==> config.mk <==
export PLATFORM = sky130hd
export DESIGN_NAME = one_wire_bus_master_top
export DESIGN_NICKNAME = d
export VERILOG_FILES = /design/src/rtl/core/owbm_pkg.sv /design/src/rtl/core/owbm_front.sv /design/src/rtl/core/owbm_queue.sv /design/src/rtl/core/owbm_back.sv /design/src/rtl/core/one_wire_bus_master_top.sv
export SDC_FILE = /design/constraint.sdc
export NUM_CORES = 1
export LEC_CHECK = 0
export BUFFER_PORTS_ARGS = -buffer_cell sky130_fd_sc_hd__buf_2
export CAP_MARGIN = 20
export CORE_UTILIZATION = 30
export DETAILED_ROUTE_END_ITERATION = 10
export PLACE_DENSITY_LB_ADDON = 0.08
export SYNTH_ARGS = -nofsm -noshare
export SYNTH_HDL_FRONTEND = slang
export SYNTH_HIERARCHICAL = 1
export SYNTH_SLANG_ARGS = --single-unit
==> constraint.sdc <==
create_clock -name clk -period 7.7 [get_ports clk]
set_clock_uncertainty 0.1 [all_clocks]
set_input_delay 1.54 -clock clk [delete_from_list [all_inputs] [get_ports clk]]
set_output_delay 1.54 -clock clk [all_outputs]
set_load 0.02 [all_outputs]
==> src/rtl/core/owbm_pkg.sv <==
// Shared types and constants for the single-wire bus master.
// Holds the command codes, the configuration register map and the item structs.
// No dependencies; every other file of the block but the port checker imports this package.
package owbm_pkg;

    // Configuration register map
    localparam int CFG_W     = 10;
    localparam int CFG_COUNT = 8;
    localparam int CFG_IDX_W = 3;

    localparam logic [CFG_IDX_W-1:0] CFG_RESET_LOW     = 3'd0;
    localparam logic [CFG_IDX_W-1:0] CFG_PRESENCE_WAIT = 3'd1;
    localparam logic [CFG_IDX_W-1:0] CFG_RESET_TAIL    = 3'd2;
    localparam logic [CFG_IDX_W-1:0] CFG_WRITE_ONE_LOW = 3'd3;
    localparam logic [CFG_IDX_W-1:0] CFG_WRITE_ZERO_LOW = 3'd4;
    localparam logic [CFG_IDX_W-1:0] CFG_WRITE_SLOT    = 3'd5;
    localparam logic [CFG_IDX_W-1:0] CFG_READ_LOW      = 3'd6;
    localparam logic [CFG_IDX_W-1:0] CFG_READ_SAMPLE   = 3'd7;

    localparam logic [CFG_W-1:0] CFG_DEFAULTS [CFG_COUNT] = '{
        10'd480, 10'd70, 10'd410, 10'd6, 10'd60, 10'd70, 10'd3, 10'd12
    };

    // Fixed length of the tail that closes a read slot
    localparam logic [CFG_W-1:0] READ_TAIL_TICKS = 10'd50;

    // Bits per byte command
    localparam logic [3:0] BYTE_BITS = 4'd8;

    // Mode codes as they arrive on the input channel
    localparam logic [2:0] MODE_TICK  = 3'd0;
    localparam logic [2:0] MODE_RESET = 3'd1;
    localparam logic [2:0] MODE_WBYTE = 3'd2;
    localparam logic [2:0] MODE_RBYTE = 3'd3;
    localparam logic [2:0] MODE_WBIT  = 3'd4;
    localparam logic [2:0] MODE_RBIT  = 3'd5;

    // Classified item kind
    typedef enum logic [2:0] {
        CMD_TICK,
        CMD_RESET,
        CMD_WBYTE,
        CMD_RBYTE,
        CMD_WBIT,
        CMD_RBIT
    } cmd_t;

    // One classified input item
    typedef struct packed {
        cmd_t       cmd;
        logic [7:0] data;
        logic       line;
    } item_t;

    // One result item
    typedef struct packed {
        logic       drive_low;
        logic       busy_res;
        logic       done_res;
        logic       presence;
        logic [7:0] read_value;
        logic       rejected;
    } result_t;

endpackage

==> src/rtl/core/owbm_front.sv <==
// Front end of the single-wire bus master: classifies each incoming item.
// Depends on owbm_pkg for the mode and command codes.
module owbm_front
    import owbm_pkg::*;
(
    input  logic [2:0] mode,
    input  logic [7:0] data_byte,
    input  logic       line_level,
    output item_t      item
);

    // Map the raw mode to a command; unused codes count as a tick.
    always_comb
    begin
        item.data = data_byte;
        item.line = line_level;
        case (mode)
            MODE_TICK:  item.cmd = CMD_TICK;
            MODE_RESET: item.cmd = CMD_RESET;
            MODE_WBYTE: item.cmd = CMD_WBYTE;
            MODE_RBYTE: item.cmd = CMD_RBYTE;
            MODE_WBIT:  item.cmd = CMD_WBIT;
            MODE_RBIT:  item.cmd = CMD_RBIT;
            default:    item.cmd = CMD_TICK;
        endcase
    end

endmodule

==> src/rtl/core/owbm_queue.sv <==
// Two-entry queue between the front end and the bus sequencer.
// Depends on owbm_pkg for the item struct.
module owbm_queue
    import owbm_pkg::*;
(
    input  logic  clk,
    input  logic  rst_n,
    input  logic  push_valid,
    output logic  push_ready,
    input  item_t push_item,
    output logic  pop_valid,
    input  logic  pop_en,
    output item_t pop_item
);

    localparam int DEPTH   = 2;
    localparam int PTR_W   = $clog2(DEPTH);
    localparam int COUNT_W = $clog2(DEPTH + 1);

    item_t              entry_reg [DEPTH];
    logic [PTR_W-1:0]   wr_ptr_reg;
    logic [PTR_W-1:0]   rd_ptr_reg;
    logic [COUNT_W-1:0] count_reg;
    logic               push;

    assign push_ready = (count_reg != COUNT_W'(DEPTH));
    assign push       = push_valid && push_ready;
    assign pop_valid  = (count_reg != '0);
    assign pop_item   = entry_reg[rd_ptr_reg];

    // Entry storage carries payload only.
    always_ff @(posedge clk)
    begin
        if (push)
        begin
            entry_reg[wr_ptr_reg] <= push_item;
        end
    end

    // Pointers and fill count.
    always_ff @(posedge clk or negedge rst_n)
    begin
        if (!rst_n)
        begin
            wr_ptr_reg <= '0;
            rd_ptr_reg <= '0;
            count_reg  <= '0;
        end
        else
        begin
            if (push)
            begin
                wr_ptr_reg <= wr_ptr_reg + 1'b1;
            end
            if (pop_en)
            begin
                rd_ptr_reg <= rd_ptr_reg + 1'b1;
            end
            if (push && !pop_en)
            begin
                count_reg <= count_reg + 1'b1;
            end
            else if (!push && pop_en)
            begin
                count_reg <= count_reg - 1'b1;
            end
        end
    end

endmodule

==> src/rtl/core/owbm_back.sv <==
// Bus sequencer of the single-wire bus master: timing registers, phase state
// and the result register. Depends on owbm_pkg for types and constants.
module owbm_back
    import owbm_pkg::*;
#(
    parameter int COUNT_WIDTH = 10
)
(
    input  logic                 clk,
    input  logic                 rst_n,
    input  logic                 cfg_we,
    input  logic [CFG_IDX_W-1:0] cfg_idx,
    input  logic [CFG_W-1:0]     cfg_wdata,
    input  logic                 item_valid,
    input  item_t                item,
    output logic                 item_pop,
    output logic                 res_valid,
    output result_t              res,
    input  logic                 res_ready
);

    localparam int CMP_W = (COUNT_WIDTH > CFG_W) ? COUNT_WIDTH : CFG_W;

    // Phase codes
    localparam logic [2:0] PH_IDLE      = 3'd0;
    localparam logic [2:0] PH_RST_LOW   = 3'd1;
    localparam logic [2:0] PH_RST_WAIT  = 3'd2;
    localparam logic [2:0] PH_RST_TAIL  = 3'd3;
    localparam logic [2:0] PH_SLOT_LOW  = 3'd4;
    localparam logic [2:0] PH_SLOT_WAIT = 3'd5;
    localparam logic [2:0] PH_SLOT_TAIL = 3'd6;

    // Operation kinds
    localparam logic [1:0] OP_RESET = 2'd0;
    localparam logic [1:0] OP_WRITE = 2'd1;
    localparam logic [1:0] OP_RBYTE = 2'd2;
    localparam logic [1:0] OP_RBIT  = 2'd3;

    function automatic logic [CFG_W-1:0] at_least_one(input logic [CFG_W-1:0] v);
        return (v == '0) ? CFG_W'(1) : v;
    endfunction

    logic [CFG_W-1:0]       cfg_reg [CFG_COUNT];

    logic [2:0]             phase_reg, phase_next;
    logic [COUNT_WIDTH-1:0] tick_count_reg, tick_count_next;
    logic [7:0]             shift_data_reg, shift_data_next;
    logic [3:0]             bits_left_reg, bits_left_next;
    logic [1:0]             op_kind_reg, op_kind_next;
    logic                   presence_reg, presence_next;

    logic                   res_valid_reg;
    result_t                res_reg;
    result_t                res_next;

    logic                   busy;
    logic                   is_write;
    logic [CFG_W-1:0]       wr_low_len;
    logic [CFG_W-1:0]       low_len;
    logic [CFG_W-1:0]       wait_len;
    logic [CFG_W-1:0]       phase_len;
    logic [COUNT_WIDTH-1:0] tick_inc;
    logic                   expired;
    logic [7:0]             shift_right;
    logic [7:0]             sample_data;
    logic [3:0]             bits_dec;
    logic                   wait_end;
    logic                   bit_end;
    logic                   done;
    logic                   rej;

    // Configuration registers; the user must write them only while the block is idle, the block does not enforce it.
    always_ff @(posedge clk or negedge rst_n)
    begin
        if (!rst_n)
        begin
            for (int i = 0; i < CFG_COUNT; i++)
            begin
                cfg_reg[i] <= CFG_DEFAULTS[i];
            end
        end
        else if (cfg_we)
        begin
            cfg_reg[cfg_idx] <= cfg_wdata;
        end
    end

    // Length of the current phase.
    assign busy       = (phase_reg != PH_IDLE);
    assign is_write   = (op_kind_reg == OP_WRITE);
    assign wr_low_len = at_least_one(shift_data_reg[0] ? cfg_reg[CFG_WRITE_ONE_LOW]
                                                       : cfg_reg[CFG_WRITE_ZERO_LOW]);
    assign low_len    = is_write ? wr_low_len : at_least_one(cfg_reg[CFG_READ_LOW]);

    always_comb
    begin
        if (is_write)
        begin
            wait_len = (cfg_reg[CFG_WRITE_SLOT] > wr_low_len)
                     ? (cfg_reg[CFG_WRITE_SLOT] - wr_low_len) : '0;
        end
        else
        begin
            wait_len = cfg_reg[CFG_READ_SAMPLE];
        end
    end

    always_comb
    begin
        case (phase_reg)
            PH_RST_LOW:   phase_len = at_least_one(cfg_reg[CFG_RESET_LOW]);
            PH_RST_WAIT:  phase_len = at_least_one(cfg_reg[CFG_PRESENCE_WAIT]);
            PH_RST_TAIL:  phase_len = cfg_reg[CFG_RESET_TAIL];
            PH_SLOT_LOW:  phase_len = low_len;
            PH_SLOT_WAIT: phase_len = wait_len;
            PH_SLOT_TAIL: phase_len = READ_TAIL_TICKS;
            default:      phase_len = '0;
        endcase
    end

    // Tick arithmetic and the per-bit updates.
    assign tick_inc    = tick_count_reg + 1'b1;
    assign expired     = (CMP_W'(tick_inc) >= CMP_W'(phase_len));
    assign shift_right = {1'b0, shift_data_reg[7:1]};
    assign sample_data = (op_kind_reg == OP_RBIT) ? {7'b0, item.line}
                                                  : {item.line, shift_data_reg[7:1]};
    assign bits_dec    = bits_left_reg - 1'b1;

    // Next state for one item; zero-length phases close on the same item.
    always_comb
    begin
        phase_next      = phase_reg;
        tick_count_next = tick_count_reg;
        shift_data_next = shift_data_reg;
        bits_left_next  = bits_left_reg;
        op_kind_next    = op_kind_reg;
        presence_next   = presence_reg;
        wait_end        = 1'b0;
        bit_end         = 1'b0;
        done            = 1'b0;
        rej             = 1'b0;

        if (item.cmd != CMD_TICK)
        begin
            if (busy)
            begin
                rej = 1'b1;
            end
            else
            begin
                tick_count_next = '0;
                case (item.cmd)
                    CMD_RESET:
                    begin
                        op_kind_next   = OP_RESET;
                        presence_next  = 1'b0;
                        bits_left_next = '0;
                        phase_next     = PH_RST_LOW;
                    end
                    CMD_WBYTE:
                    begin
                        op_kind_next    = OP_WRITE;
                        shift_data_next = item.data;
                        bits_left_next  = BYTE_BITS;
                        phase_next      = PH_SLOT_LOW;
                    end
                    CMD_RBYTE:
                    begin
                        op_kind_next    = OP_RBYTE;
                        shift_data_next = '0;
                        bits_left_next  = BYTE_BITS;
                        phase_next      = PH_SLOT_LOW;
                    end
                    CMD_WBIT:
                    begin
                        op_kind_next    = OP_WRITE;
                        shift_data_next = {7'b0, item.data[0]};
                        bits_left_next  = 4'd1;
                        phase_next      = PH_SLOT_LOW;
                    end
                    CMD_RBIT:
                    begin
                        op_kind_next    = OP_RBIT;
                        shift_data_next = '0;
                        bits_left_next  = 4'd1;
                        phase_next      = PH_SLOT_LOW;
                    end
                    default:
                    begin
                    end
                endcase
            end
        end
        else if (busy)
        begin
            tick_count_next = tick_inc;
            if (expired)
            begin
                tick_count_next = '0;
                case (phase_reg)
                    PH_RST_LOW:
                    begin
                        phase_next = PH_RST_WAIT;
                    end
                    PH_RST_WAIT:
                    begin
                        presence_next = ~item.line;
                        if (cfg_reg[CFG_RESET_TAIL] == '0)
                        begin
                            phase_next = PH_IDLE;
                            done       = 1'b1;
                        end
                        else
                        begin
                            phase_next = PH_RST_TAIL;
                        end
                    end
                    PH_RST_TAIL:
                    begin
                        phase_next = PH_IDLE;
                        done       = 1'b1;
                    end
                    PH_SLOT_LOW:
                    begin
                        if (wait_len != '0)
                        begin
                            phase_next = PH_SLOT_WAIT;
                        end
                        else
                        begin
                            wait_end = 1'b1;
                        end
                    end
                    PH_SLOT_WAIT:
                    begin
                        wait_end = 1'b1;
                    end
                    PH_SLOT_TAIL:
                    begin
                        bit_end = 1'b1;
                    end
                    default:
                    begin
                        phase_next = PH_IDLE;
                    end
                endcase

                // End of the release part: a write slot ends, a read samples.
                if (wait_end)
                begin
                    if (is_write)
                    begin
                        bit_end = 1'b1;
                    end
                    else
                    begin
                        shift_data_next = sample_data;
                        phase_next      = PH_SLOT_TAIL;
                    end
                end

                // End of a bit slot.
                if (bit_end)
                begin
                    if (is_write)
                    begin
                        shift_data_next = shift_right;
                    end
                    bits_left_next = bits_dec;
                    if (bits_dec == '0)
                    begin
                        phase_next = PH_IDLE;
                        done       = 1'b1;
                    end
                    else
                    begin
                        phase_next = PH_SLOT_LOW;
                    end
                end
            end
        end
    end

    // Result fields follow the state after the item.
    always_comb
    begin
        res_next.drive_low  = (phase_next == PH_RST_LOW) || (phase_next == PH_SLOT_LOW);
        res_next.busy_res   = (phase_next != PH_IDLE);
        res_next.done_res   = done;
        res_next.presence   = presence_next;
        res_next.read_value = (done && ((op_kind_next == OP_RBYTE) || (op_kind_next == OP_RBIT)))
                            ? shift_data_next : 8'd0;
        res_next.rejected   = rej;
    end

    // Take an item whenever the result register is free or being drained.
    assign item_pop = item_valid && (!res_valid_reg || res_ready);

    // Sequencer state.
    always_ff @(posedge clk or negedge rst_n)
    begin
        if (!rst_n)
        begin
            phase_reg      <= PH_IDLE;
            tick_count_reg <= '0;
            shift_data_reg <= '0;
            bits_left_reg  <= '0;
            op_kind_reg    <= OP_RESET;
            presence_reg   <= 1'b0;
        end
        else if (item_pop)
        begin
            phase_reg      <= phase_next;
            tick_count_reg <= tick_count_next;
            shift_data_reg <= shift_data_next;
            bits_left_reg  <= bits_left_next;
            op_kind_reg    <= op_kind_next;
            presence_reg   <= presence_next;
        end
    end

    // Result register valid flag.
    always_ff @(posedge clk or negedge rst_n)
    begin
        if (!rst_n)
        begin
            res_valid_reg <= 1'b0;
        end
        else if (item_pop)
        begin
            res_valid_reg <= 1'b1;
        end
        else if (res_ready)
        begin
            res_valid_reg <= 1'b0;
        end
    end

    // Result payload.
    always_ff @(posedge clk)
    begin
        if (item_pop)
        begin
            res_reg <= res_next;
        end
    end

    assign res_valid = res_valid_reg;
    assign res       = res_reg;

endmodule

==> src/rtl/core/one_wire_bus_master_top.sv <==
// Single-wire bus master driven by one-microsecond ticks.
// Each input transaction is a tick or a command (s_tuser holds the mode).
// Each input transaction yields exactly one output transaction on the master
// side with the drive level, status flags and any read result.
// Configuration: cfg_we writes cfg_wdata into the timing register cfg_idx;
// write only while no transaction is outstanding.
// Each accepted transaction is registered in a queue entry and then in the result register.
// Throughput: one transaction per cycle while m_tready is high; the phase update
// in the sequencer is combinational, so ticks and commands stream at full rate.
// A two-entry queue between classifier and sequencer and a result register
// let both sides stall independently; when m_tready is low the result holds,
// the queue fills and s_tready drops once both entries are taken.
// Reset: the bus is released, the sequencer is idle, presence is cleared and
// the timing registers take their default values.
// Depends on owbm_pkg, owbm_front, owbm_queue and owbm_back.
module one_wire_bus_master_top
    import owbm_pkg::*;
#(
    parameter int COUNT_WIDTH = 10
)
(
    input  logic                 clk,
    input  logic                 rst_n,
    input  logic                 s_tvalid,
    output logic                 s_tready,
    input  logic [15:0]          s_tdata,   // data_byte[7:0], line_level[8], zero[15:9]
    input  logic [2:0]           s_tuser,   // mode[2:0]
    output logic                 m_tvalid,
    input  logic                 m_tready,
    output logic [15:0]          m_tdata,   // drive_low[0], busy_res[1], done_res[2],
                                            // presence[3], read_value[11:4],
                                            // rejected[12], zero[15:13]
    input  logic                 cfg_we,
    input  logic [CFG_IDX_W-1:0] cfg_idx,
    input  logic [CFG_W-1:0]     cfg_wdata
);

    item_t   front_item;
    item_t   queue_item;
    logic    queue_valid;
    logic    queue_pop;
    result_t result;

    // Classify the incoming transaction.
    owbm_front u_front
    (
        .mode       (s_tuser),
        .data_byte  (s_tdata[7:0]),
        .line_level (s_tdata[8]),
        .item       (front_item)
    );

    // Decouple the classifier from the sequencer.
    owbm_queue u_queue
    (
        .clk        (clk),
        .rst_n      (rst_n),
        .push_valid (s_tvalid),
        .push_ready (s_tready),
        .push_item  (front_item),
        .pop_valid  (queue_valid),
        .pop_en     (queue_pop),
        .pop_item   (queue_item)
    );

    // Run the bus phases and register the result.
    owbm_back #(
        .COUNT_WIDTH (COUNT_WIDTH)
    ) u_back
    (
        .clk        (clk),
        .rst_n      (rst_n),
        .cfg_we     (cfg_we),
        .cfg_idx    (cfg_idx),
        .cfg_wdata  (cfg_wdata),
        .item_valid (queue_valid),
        .item       (queue_item),
        .item_pop   (queue_pop),
        .res_valid  (m_tvalid),
        .res        (result),
        .res_ready  (m_tready)
    );

    // Pack the result fields, lowest field first.
    assign m_tdata = {3'b000, result.rejected, result.read_value, result.presence,
                      result.done_res, result.busy_res, result.drive_low};

endmodule

==> flow_metrics.env <==
export IMPL_syn_area_um2=8520
export IMPL_synth_edf_count=37
export IMPL_fin_area_um2=9650
export IMPL_critPathBufInv=1
export IMPL_gp_congestion=0.844
export IMPL_diodes=0
export IMPL_power_total_mw=3.76
export IMPL_antenna_found_initial=1
export IMPL_yosysMostFrequentCell="mux2_2"
export IMPL_fmax_mhz=140
export IMPL_grt_pass1_vias=6391
export IMPL_fin_nets=875
export IMPL_die_x_um=171
export IMPL_cp_slowest_cell="dfrtp_1"
export IMPL_start_kind="flip-flop"
export IMPL_ys_ff_latch=150
export IMPL_overflow=0
export IMPL_finalSetupTns_ns=0
export IMPL_synth_cell_types=76
export IMPL_min_period_ns=7.13
export IMPL_dieArea_um2=29100
export IMPL_crit_type="reg2reg"
export IMPL_coreArea_um2=27900
export IMPL_via_count=6369
export IMPL_cap_violations=0
export IMPL_wirelength_um=24100
export IMPL_io_pins=55
export IMPL_ir_drop_uv=155
export IMPL_p_leak_nw=3.85
export IMPL_hold_ws_ns=0.405
export IMPL_synth_cells=781
export IMPL_wl_per_cell_um=20.1
export IMPL_port_buffers=44
export IMPL_post_cts_buffers=0
export IMPL_cts_buffers=17
export IMPL_maxSlewHeadroom_pct=35.9
export IMPL_cts_tree="done"
export IMPL_fill_cells=2791
export IMPL_clock_latency_ns=0.43
export IMPL_yosysTopAreaCell="dfrtp_1"
export IMPL_synth_commonest_cells="mux2_2 (90), dfrtp_1 (88), nand2_1 (57)"
export IMPL_clockRootBuffer="clkbuf_16"
export IMPL_hold_class="reg2reg"
export IMPL_crit_top_cell="a21oi_1"
export IMPL_cts_resized=0
export IMPL_clk_pin_slew_worst_paths_ns=0.07
export IMPL_first_pass_iters=7
export IMPL_p_per_area_nw_per_um2=390
export IMPL_h_tree_depth=4
export IMPL_clock_sinks=150
export IMPL_cts_hold_buf=0
export IMPL_rsz0062_at_grt="false"
export IMPL_yosys_most_used_dff="dfrtp_1"
export IMPL_drc=0
export IMPL_yosys_warnings=6
export IMPL_status="complete, no violations"
export IMPL_fin_crit_sh_pct=92.6
export IMPL_critical_path_top_delay_family="compound AO/OA/AOI/OAI gates"
export IMPL_drive_gt1_share_pct=26.9
export IMPL_dpl_cell_area_um2=9030
export IMPL_maxSlewViolCount=0
export IMPL_via_per_inst=5.31
export IMPL_setup_viol=0
export IMPL_synth_top_area_share_pct=25.8
export IMPL_ant_nets=0
export IMPL_required_ns=7.73
export IMPL_worst_pin_slew_ns=0.961
export IMPL_grt_pass1_wl_um=38000
export IMPL_slowest_delay_ns=0.84
export IMPL_hpwlAfterDp_um=16900
export IMPL_ys_top_cells_by_area="dfrtp_1 (26%), edfxtp_1 (13%), mux2_2 (12%)"
export IMPL_clockBufferDepth=2
export IMPL_drtIter0Drc=360
export IMPL_num_rows=61
export IMPL_dieHeight_um=171
export IMPL_yosysSeqAreaShare_pct=46.6
export IMPL_grt_total_usage_pct=17.3
export IMPL_finalHoldViolations=0
export IMPL_synth_async_reset_ratio_pct=75.3
export IMPL_end_kind="flip-flop"
export IMPL_grt_max_degree=74
export IMPL_worstPathArrival_ns=7.16
export IMPL_crit_fanout=12
export IMPL_largest_reg_flops=80
export IMPL_avgSynthCellArea_um2=10.9
export IMPL_start_util_pct=30.6
export IMPL_cp_cell_sequence="mux2i_1 > nand2_1 > o31ai_1 > ha_1 > inv_1 > fa_1 > a21oi_1 > o211ai_1 > o211ai_1 > a2bb2oi_1 > o22ai_1 > a221oi_1 > ha_1 > a21o_1 > a21oi_1 > o21ai_0 > a221o_1 > nand3_1 > nor4_1 > nor2_1 > a21oi_1"
export IMPL_area_growth_pct=13.2
-- cell families after synthesis --
group                    Yosys count  synth area share [%]
adder cells (fa/ha/maj)           30                  4.49
XOR/XNOR                          18                  1.85
AND/OR/NAND/NOR                  208                  12.1
AO/OA/AOI/OAI                    192                  15.7
buffers and inverters             69                  4.10
flip-flops                       150                  46.6
multiplexers                     113                  15.1
other                              1                0.0440
-- worst paths after layout --
| path | start | end | slack (ns) | cells past startpoint |
|---|---|---|---|---|
| max in group asynchronous | rst_n | u_back/op_kind_reg[0]$_DFFE_PN0P_ | 5.11 | 2 |
| worst max-delay path | u_back/shift_data_reg[0]$_DFFE_PN0P_ | u_back/res[8]$_SDFFCE_PN0P_ | 0.57 | 21 |
| worst min-delay path | u_back/cfg_reg[36]$_DFFE_PN0P_ | u_back/cfg_reg[36]$_DFFE_PN0P_ | 0.41 | 1 |
| worst max register to register | u_back/shift_data_reg[0]$_DFFE_PN0P_ | u_back/res[8]$_SDFFCE_PN0P_ | 0.57 | 21 |
| worst min register to register | u_back/cfg_reg[36]$_DFFE_PN0P_ | u_back/cfg_reg[36]$_DFFE_PN0P_ | 0.41 | 1 |
| min in group asynchronous | rst_n | u_back/cfg_reg[28]$_DFFE_PN0P_ | 1.01 | 1 |
-- cell usage in the layout, fill, tap and decap left out, types with 5 or more instances in the layout --
| cell type | count |
|---|---|
| mux2_2 | 90 |
| o211ai_1 | 10 |
| a32o_1 | 8 |
| nor4_1 | 10 |
| xor2_1 | 9 |
| nor3_1 | 13 |
| clkbuf_16 | 17 |
| o31ai_1 | 7 |
| a211oi_1 | 7 |
| nand2b_1 | 9 |
| o22ai_1 | 5 |
| buf_4 | 11 |
| dfrtp_1 | 88 |
| nand4_1 | 8 |
| a31oi_1 | 13 |
| and3_1 | 7 |
| buf_2 | 43 |
| nor2_1 | 50 |
| inv_1 | 19 |
| nand2_1 | 57 |
| nor2b_1 | 6 |
| a21oi_1 | 41 |
| xnor2_1 | 9 |
| or3_1 | 7 |
| o21ai_0 | 37 |
| a22oi_1 | 7 |
| mux2i_1 | 14 |
| a2bb2oi_1 | 9 |
| mux2_4 | 9 |
| edfxtp_1 | 37 |
| ha_1 | 29 |
| dfstp_2 | 25 |
| nand3_1 | 20 |
| a22o_1 | 5 |
| inv_8 | 5 |
-- metrics by stage --
step	setup WS [ns]	cells	utilization (%)
6_report	0.569	1199	34.6
5_1_grt	0.281	1199	34.6
2_1_floorplan	2.43	783	-
3_5_place_dp	0.685	1166	32.4
3_3_place_gp	0.740	1166	32.4
4_1_cts	0.645	1198	34.6
-- final cells by class --
| class | instances | area, µm² | share of cell area [%] |
|---|---|---|---|
| Multi-Input combinational cell | 564 | 4210 | 43.7 |
| Tap cell | 378 | 473 | 4.90 |
| Timing Repair Buffer | 54 | 298 | 3.09 |
| Clock buffer | 18 | 429 | 4.45 |
| Inverter | 21 | 78.8 | 0.817 |
| Sequential cell | 150 | 3970 | 41.2 |
| Clock inverter | 14 | 183 | 1.89 |
-- routing by layer --
| layer | part of all wire, % | track usage [%] | up-vias |
|---|---|---|---|
| met5 | 0 | 0 | - |
| met3 | 4.0 | 2.98 | 23 |
| li1 | - | - | 2979 |
| met2 | 44 | 25.9 | 145 |
| met1 | 51 | 25.6 | 3222 |
| met4 | 1.4 | 4.66 | 0 |
-- report_power, final --
group          internal (mW)  switching, mW
combinational          0.627           1.01
clock                  0.495          0.384
sequential              1.05          0.191
(Power assumes the default switching activity.)
